--- src/rtl/core/stld_pkg.sv ---
// Shared constant and controller-to-datapath command type of the tone detector.
package stld_pkg;

	localparam int unsigned POST_SHIFT = 11;

	typedef struct packed {
		logic in_load;
		logic acc_en;
		logic finish;
		logic sq_sel;
		logic sq_i_load;
		logic sq_q_load;
		logic out_load;
	} stld_cmd_t;

endpackage

--- src/rtl/core/stld_dp.sv ---
// Datapath of the tone detector: correlation products, accumulators, shared squarer and power register.
module stld_dp
	import stld_pkg::*;
#(
	parameter int unsigned SAMPLE_WIDTH = 16,
	parameter int unsigned ACC_W = 42
) (
	input  logic                                        clk,
	input  logic                                        arst_n,
	input  stld_cmd_t                                   cmd,
	input  logic signed [SAMPLE_WIDTH-1:0]              sample,
	input  logic signed [SAMPLE_WIDTH-1:0]              cos_ref,
	input  logic signed [SAMPLE_WIDTH-1:0]              sin_ref,
	output logic        [2*(ACC_W-POST_SHIFT)-1:0]      power
);

	localparam int unsigned PROD_W = 2 * SAMPLE_WIDTH;
	localparam int unsigned EXT_W = ACC_W - PROD_W;
	localparam int unsigned SH_W = ACC_W - POST_SHIFT;
	localparam int unsigned POW_W = 2 * SH_W;

	logic signed [PROD_W-1:0] prod_i_s1;
	logic signed [PROD_W-1:0] prod_q_s1;
	logic signed [ACC_W-1:0]  acc_i_q;
	logic signed [ACC_W-1:0]  acc_q_q;
	logic signed [ACC_W-1:0]  sum_i;
	logic signed [ACC_W-1:0]  sum_q;
	logic signed [SH_W-1:0]   sh_i_q;
	logic signed [SH_W-1:0]   sh_q_q;
	logic signed [SH_W-1:0]   sq_op;
	logic signed [POW_W-1:0]  sq_prod;
	logic        [POW_W-1:0]  sq_i_q;
	logic        [POW_W-1:0]  sq_q_q;
	logic        [POW_W-1:0]  power_q;

	assign sum_i = acc_i_q + signed'({{EXT_W{prod_i_s1[PROD_W-1]}}, prod_i_s1});
	assign sum_q = acc_q_q + signed'({{EXT_W{prod_q_s1[PROD_W-1]}}, prod_q_s1});

	assign sq_op = cmd.sq_sel ? sh_q_q : sh_i_q;
	assign sq_prod = sq_op * sq_op;

	always_ff @(posedge clk) begin
		if (cmd.in_load) begin
			prod_i_s1 <= sample * cos_ref;
			prod_q_s1 <= sample * sin_ref;
		end
		if (cmd.sq_i_load) begin
			sq_i_q <= sq_prod;
		end
		if (cmd.sq_q_load) begin
			sq_q_q <= sq_prod;
		end
		if (cmd.out_load) begin
			power_q <= sq_i_q + sq_q_q;
		end
		if (cmd.finish) begin
			sh_i_q <= sum_i[ACC_W-1:POST_SHIFT];
			sh_q_q <= sum_q[ACC_W-1:POST_SHIFT];
		end
	end

	always_ff @(posedge clk or negedge arst_n) begin
		if (!arst_n) begin
			acc_i_q <= '0;
			acc_q_q <= '0;
		end else if (cmd.finish) begin
			acc_i_q <= '0;
			acc_q_q <= '0;
		end else if (cmd.acc_en) begin
			acc_i_q <= sum_i;
			acc_q_q <= sum_q;
		end
	end

	assign power = power_q;

endmodule

--- src/rtl/core/stld_ctrl.sv ---
// Controller state machine of the tone detector: handshakes and sequencing of the symbol close.
module stld_ctrl
	import stld_pkg::*;
(
	input  logic      clk,
	input  logic      arst_n,
	input  logic      in_valid,
	output logic      in_ready,
	input  logic      last_sample,
	output logic      out_valid,
	input  logic      out_ready,
	output stld_cmd_t cmd
);

	typedef enum logic [2:0] {
		S_RUN,
		S_FIN,
		S_SQ_I,
		S_SQ_Q,
		S_SUM
	} state_t;

	state_t state_q;
	logic   acc_en_q;
	logic   out_valid_q;
	logic   accept;
	logic   out_free;

	assign in_ready = (state_q == S_RUN);
	assign accept = in_valid && in_ready;
	assign out_free = !out_valid_q || out_ready;

	always_comb begin
		cmd = '0;
		cmd.in_load = accept;
		cmd.acc_en = acc_en_q;
		case (state_q)
			S_FIN: begin
				cmd.finish = 1'b1;
			end
			S_SQ_I: begin
				cmd.sq_i_load = 1'b1;
			end
			S_SQ_Q: begin
				cmd.sq_sel = 1'b1;
				cmd.sq_q_load = 1'b1;
			end
			S_SUM: begin
				cmd.out_load = out_free;
			end
			default: begin
			end
		endcase
	end

	always_ff @(posedge clk or negedge arst_n) begin
		if (!arst_n) begin
			state_q <= S_RUN;
			acc_en_q <= 1'b0;
			out_valid_q <= 1'b0;
		end else begin
			acc_en_q <= accept;
			if (cmd.out_load) begin
				out_valid_q <= 1'b1;
			end else if (out_ready) begin
				out_valid_q <= 1'b0;
			end
			case (state_q)
				S_RUN: begin
					if (accept && last_sample) begin
						state_q <= S_FIN;
					end
				end
				S_FIN: begin
					state_q <= S_SQ_I;
				end
				S_SQ_I: begin
					state_q <= S_SQ_Q;
				end
				S_SQ_Q: begin
					state_q <= S_SUM;
				end
				S_SUM: begin
					if (out_free) begin
						state_q <= S_RUN;
					end
				end
				default: begin
					state_q <= S_RUN;
				end
			endcase
		end
	end

	assign out_valid = out_valid_q;

	// The closing request's product must be waiting when the symbol is closed.
	a_fin_has_product: assert property (@(posedge clk) disable iff (!arst_n)
		(state_q == S_FIN) |-> acc_en_q)
		else $error("symbol closed without its last product");

	// A pending result is never overwritten.
	a_no_overwrite: assert property (@(posedge clk) disable iff (!arst_n)
		cmd.out_load |-> (!out_valid_q || out_ready))
		else $error("power register loaded over an untaken result");

	// Sequencing steps never overlap.
	a_steps_exclusive: assert property (@(posedge clk) disable iff (!arst_n)
		$onehot0({cmd.finish, cmd.sq_i_load, cmd.sq_q_load, cmd.out_load}))
		else $error("overlapping datapath steps");

	// No new request is taken while a symbol is being closed.
	a_no_accept_busy: assert property (@(posedge clk) disable iff (!arst_n)
		(accept && last_sample) |=> !in_ready ##1 !in_ready ##1 !in_ready)
		else $error("request accepted while closing a symbol");

endmodule

--- src/rtl/core/square_law_tone_detector.sv ---
// Top level of the square-law tone detector: controller and datapath.
//
// Each request carries one sample with its cosine and sine references and is multiplied and
// accumulated at one request per clock cycle while no symbol is being closed; the input
// multipliers and the accumulator adders set that figure. The request flagged last of a symbol
// is followed by a close in which input is held off: the final accumulation with the 11-bit
// arithmetic shift, two squarings on a single shared squarer, and the sum into the output
// register. The close stalls in its last step only when the previous power result has not yet
// been taken. Accumulators are 2*SAMPLE_WIDTH + clog2(MAX_SYMBOL_LEN) bits wide and wrap beyond
// that symbol length; the power result is exact for the shifted wrapped values.
module square_law_tone_detector
	import stld_pkg::*;
#(
	parameter int unsigned MAX_SYMBOL_LEN = 1024,
	parameter int unsigned SAMPLE_WIDTH = 16,
	localparam int unsigned ACC_W = 2 * SAMPLE_WIDTH + $clog2(MAX_SYMBOL_LEN),
	localparam int unsigned POW_W = 2 * (ACC_W - POST_SHIFT)
) (
	input  logic                           clk,
	input  logic                           arst_n,
	input  logic                           in_valid,
	output logic                           in_ready,
	input  logic signed [SAMPLE_WIDTH-1:0] sample,
	input  logic signed [SAMPLE_WIDTH-1:0] cos_ref,
	input  logic signed [SAMPLE_WIDTH-1:0] sin_ref,
	input  logic                           last_sample,
	output logic                           out_valid,
	input  logic                           out_ready,
	output logic        [POW_W-1:0]        power
);

	stld_cmd_t cmd;

	stld_ctrl u_ctrl (
		.clk        (clk),
		.arst_n     (arst_n),
		.in_valid   (in_valid),
		.in_ready   (in_ready),
		.last_sample(last_sample),
		.out_valid  (out_valid),
		.out_ready  (out_ready),
		.cmd        (cmd)
	);

	stld_dp #(
		.SAMPLE_WIDTH(SAMPLE_WIDTH),
		.ACC_W       (ACC_W)
	) u_dp (
		.clk    (clk),
		.arst_n (arst_n),
		.cmd    (cmd),
		.sample (sample),
		.cos_ref(cos_ref),
		.sin_ref(sin_ref),
		.power  (power)
	);

endmodule
--- config.mk ---
export PLATFORM = sky130hd
export DESIGN_NAME = square_law_tone_detector
export DESIGN_NICKNAME = d
export VERILOG_FILES = /design/src/rtl/core/stld_pkg.sv /design/src/rtl/core/stld_dp.sv /design/src/rtl/core/stld_ctrl.sv /design/src/rtl/core/square_law_tone_detector.sv
export SDC_FILE = /design/constraint.sdc
export NUM_CORES = 2
export LEC_CHECK = 0
export ABC_AREA = 1
export BUFFER_PORTS_ARGS = -buffer_cell sky130_fd_sc_hd__clkbuf_2
export CORE_UTILIZATION = 40
export DETAILED_ROUTE_END_ITERATION = 6
export GPL_TIMING_DRIVEN = 1
export SLEW_MARGIN = 20
export SYNTH_ARGS = -nofsm -noshare
export SYNTH_HDL_FRONTEND = slang
export SYNTH_SLANG_ARGS = --single-unit
--- constraint.sdc ---
create_clock -name clk -period 25.6 [get_ports clk]
set_input_delay 2.56 -clock clk [delete_from_list [all_inputs] [get_ports clk]]
set_output_delay 2.56 -clock clk [all_outputs]
set_load 0.02 [all_outputs]
Word level (Yosys, flattened, before mapping) --
Cells that the tools add are included.
Cells by class: add/subtract/negate cells 3, $mul 3, div/mod/pow operators 0, magnitude comparators 0, equality and inequality tests 6, shift operators 0, mux-type cells 14, bitwise gates (word level) 0, reduce and logical (&&, ||, !) cells 8
Operator list (count):
- $mux 42 | 4
- $add 42x32->42 | 2
- $mul 16x16->32 | 2
- $add 62x62->62 | 1
- $mul 31x31->62 | 1
- $mux 31 | 1
- $pmux 3 s5 | 1
- $eq 3x2->1 const B | 2
- $mux 1 | 6
- $mux 3 | 2
- $reduce_bool 2->1 | 2
- $eq 3x1->1 const B | 1
- $eq 3x3->1 const B | 1
- $logic_not 3->1 | 1
- $logic_and 1x1->1 | 2
- $ne 2x1->1 const B | 1
- $ne 2x2->1 const B | 1
- $reduce_and 2->1 | 1
- $logic_not 1->1 | 1
- $logic_or 1x1->1 | 1
Storage, ports and cells: register bits after elaboration 401, latch bits 0, RAM bits 0, ROM bits 0, input bits 53, output and inout port bits 64, word-level logic and storage cells 46, memories kept 0

Depth between registers and ports, before layout --
depth after elaboration 5, depth in mapped cells 39, depth with buffers taken out 37

Cells and area by module --
Synthesis repeated with hierarchy kept, for this count alone.
Unflattened totals: cells, all modules 9842, area, all modules 78188.7 sq um
By module, submodules not included:
- stld_dp | instances 1, cells each 9808, area each 77927.2 sq um, seq. area each 11410.9 sq um
- stld_ctrl | instances 1, cells each 34, area each 261.5 sq um, seq. area each 125.1 sq um

Worst setup path after synthesis --
No wires, ideal clock.
path type reg2reg, start point reg u_ctrl.state_q[2], end point reg u_dp.sq_i_q[58] (data pin), setup time 257 ps, arrival 9429 ps, required time 25343 ps, setup slack 15914 ps, cell stages (with the launch flop) 33, buffers on the path 2, clock period less this slack 9686 ps, cells stage by stage dfrtp_1 nor3_4 inv_2 buf_6 nand2_1 o21ai_2 inv_2 buf_2 nor2_4 fa_1 inv_1 fa_1 inv_1 fa_1 fa_1 inv_1 fa_1 inv_1 fa_1 inv_1 fa_1 fa_1 inv_1 ha_1 nand2_1 nor2_1 inv_1 nor3_1 nand2_1 nor3_1 nand2_1 nand4_1 nand2_1
On the way: word-level cells in the longest chain between the ends 4
Ends and longest elaborated chain:
- from (decl) | RTL line stld_ctrl.sv:23 | state_t state_q;
- from (signal assigned) | RTL line stld_ctrl.sv:58 | state_q <= S_RUN;
- from (signal assigned) | RTL line stld_ctrl.sv:71 | state_q <= S_FIN;
- from (signal assigned) | RTL line stld_ctrl.sv:75 | state_q <= S_SQ_I;
- $eq 3x2->1 | RTL line stld_ctrl.sv:37 | case (state_q)
- $mux 1 | RTL line stld_ctrl.sv:37
- $mux 31 | RTL line stld_dp.sv:39 | assign sq_op = cmd.sq_sel ? sh_q_q : sh_i_q;
- $mul 31x31->62 | RTL line stld_dp.sv:40 | assign sq_prod = sq_op * sq_op;
- net u_dp.sq_prod[58] | RTL line stld_dp.sv:31 | logic signed [POW_W-1:0] sq_prod;
- to (signal assigned) | RTL line stld_dp.sv:48 | sq_i_q <= sq_prod;
- to (decl) | RTL line stld_dp.sv:32 | logic [POW_W-1:0] sq_i_q;
The timed path passes the listed nets, and every way through them passes these cells. A chain may end at the register's enable or synchronous reset.

Worst setup path after layout --
start point reg u_ctrl.state_q[2], end point reg u_dp.sq_q_q[55] (data pin)
On the way: word-level cells in the longest chain between the ends 4
Ends and longest elaborated chain:
- $eq 3x2->1 | RTL line stld_ctrl.sv:37
- $mux 1 | RTL line stld_ctrl.sv:37
- $mux 31 | RTL line stld_dp.sv:39
- $mul 31x31->62 | RTL line stld_dp.sv:40
- net u_dp.sq_prod[55] | RTL line stld_dp.sv:31
- to (signal assigned) | RTL line stld_dp.sv:51 | sq_q_q <= sq_prod;
- to (decl) | RTL line stld_dp.sv:33 | logic [POW_W-1:0] sq_q_q;
The timed path passes the listed nets, and every way through them passes these cells.

==> qor.yml <==
status: "completed"
crit_slowest_cell: "fa_1"
top_layer: "met5"
fin_setup_tns_ns: 0
mostFrequentLayoutCells: "2726 x inv_1, 2625 x nand2_1, 1468 x fa_1"
yosys_warnings: 0
async_flop_share_pct: 22.3
grt_pass1_wl_mm: 380
via_count: 61500
dr.pass1.iters: 6
path_clk_slew_ns: 0.06
finalCritPeriodShare_pct: 39.4
cts_max_level: 2
yosysSeqAreaShare_pct: 14.7
synth_top_area_share_pct: 37.4
grt_antenna_before_repair: 1
grtUsageTotal_pct: 25.0
fin_crit_ns: 10.09
vias_per_cell: 4.90
wl_mm: 242
syn_area_per_cell_um2: 7.95
cp_slowest_stage_delay_ns: 1.04
layout.nets: 11900
maxCapViolCount: 0
cts_resized: 0
wl_met2_mm: 118
layout-drive-gt1-share_pct: 4.07
finalSetupViolations: 0
area_growth_pct: 6.31
die_y_um: 445
core_area_um2: 195000
synth_xor_area_share_pct: 1.73
drc: 0
grt_pass1_vias: 66200
grt_max_degree: 74
rows: 162
synth_edf_count: 310
start_util_pct: 40.3
critPathKind: "flip-flop to flip-flop"
synth-compound-area-share_pct: 3.78
io_buffers: 116
critPathLaunchType: "flip-flop"
critPathBufInv: 6
ys_seq_elements: 399
holdWs_ns: 0.485
layout_commonest_cell: "inv_1"
synth_top_area_cell: "fa_1"
holdCritPathClass: "flip-flop to flip-flop"
netlist_instances: 9887
synth_area_leaders: "fa_1 37%, inv_1 13%, nand2_1 13%, edfxtp_1 12%, ha_1 7.9%"
crit_path_end_kind: "flip-flop"
critPathRequiredTime_ns: 25.99
final_hold_viol_count: 0
cts_made_buffers: 50
cts_setup_buffers: 0
slew_headroom_pct: 23.7
die_x_um: 445
skew_ns: 0.0778
synth-adder-area-share_pct: 45.3
diodes: 0
overflow: 0
pin_count: 117
wl_met1_mm: 99.8
ys_types: 47
crit_path_frequent_cell: "fa_1"
max_freq_mhz: 99.1
drv_slew: 0
synth_ff_type: "edfxtp_1"
synth_top_family_by_area: "adder cells"
die_area_um2: 198000
cts_tree: "built"
crit_arrival_ns: 10.48
wl_per_cell_um: 19.2
grt_setup_unrepaired: "false"
cts_root_buf: "clkbuf_16"
cts_buffer_depth: 3
syn_nets: 11900
wl_met3_mm: 13.1
cts_sinks: 399
first_iter_violations: 4213
routabilityCongestion: 0.957
crit_fanout: 47
antenna_left: 0
clock_insertion_delay_worst_skew_ns: 0.70
yosys.area_share.simple_pct: 20.1
cts_hold_buf: 0
crit_family: "adder cells"
synthMuxAreaShare_pct: 0
syn-cell-area_um2: 78600
dp_hpwl_mm: 204
worstMarginPinSlew_ns: 1.14
## layer usage
metal | up-vias | global-route usage [%]
met3 | 370 | 2.57
met5 | - | 0
met1 | 30700 | 31.9
met2 | 1759 | 43.4
li1 | 28700 | -
met4 | 2 | 9.54
## cells in the mapped netlist, types with 59 or more instances
library cell  count
nand4_1          84
nand3_1         265
inv_1          2726
nand2_1        2625
nor2_2           59
a21oi_1         259
clkbuf_1        133
nor2_1          698
dfrtp_1          89
o21ai_0         138
edfxtp_1        310
fa_1           1468
ha_1            497
xor2_1          114
## tightest hold or removal path, cell delays in order (launching register included)
cell	delay, ns
dfrtp_1	0.35
nand2_1	0.05
nand2_1	0.05
## final cells by class
type	instances	area, um^2
well taps	2624	3280
flip-flops and latches	399	11500
inverters	2766	10400
multi-input cells	6514	55700
fillers	19900	111000
clock buffers	60	1330
repair buffers	155	876
clock inverters	34	387
## stage by stage
stage | instance area [um^2] | std cells | util (%) | worst slack (ns)
after global placement | 81800 | 12500 | 42.0 | 15.65
after floorplan | 78600 | 9887 | - | 15.91
after detailed placement | 81800 | 12500 | 42.0 | 15.55
final | 83500 | 12600 | 42.8 | 15.51
after global routing | 83500 | 12600 | 42.8 | 15.06
after CTS | 83500 | 12600 | 42.8 | 15.58
## state kept, by name (all words and copies together), names as in the netlist
name,cells
u_ctrl.state_q,3
u_dp.power,62
u_ctrl.acc_en_q,1
u_dp.prod_q_s1,32
u_dp.sq_i_q,61
u_dp.prod_i_s1,32
u_dp.acc_q_q,42
u_dp.sh_i_q,31
u_dp.sh_q_q,31
u_dp.sq_q_q,61
u_ctrl.out_valid,1
u_dp.acc_i_q,42
## logic make-up (layout without fill, tap and decap cells)
kind of cell / Yosys count / after routing
other: 1 / 1
buffers and inverters: 2974 / 3015
xor gates and xnor gates: 155 / 155
DFF: 399 / 399
AOI/OAI and AO/OA: 505 / 505
and+or+nand+nor: 3888 / 3888
adders and majority gates: 1965 / 1965
## path summary, 6_finish.rpt
path,from,to,slack (ns),cells past startpoint
max,u_ctrl.state_q[2],u_dp.sq_q_q[55],15.51,27
min,u_dp.acc_i_q[12],u_dp.acc_i_q[12],0.48,2
max reg2reg,u_ctrl.state_q[2],u_dp.sq_q_q[55],15.51,27
min reg2reg,u_dp.acc_i_q[12],u_dp.acc_i_q[12],0.48,2
max in group asynchronous,arst_n,u_ctrl.state_q[1],22.33,2
min in group asynchronous,arst_n,u_dp.acc_i_q[33],1.88,1
Power is left out: the tool's default activity adds up to more than one toggle a clock period on the data nets, which glitch-free logic cannot reach.
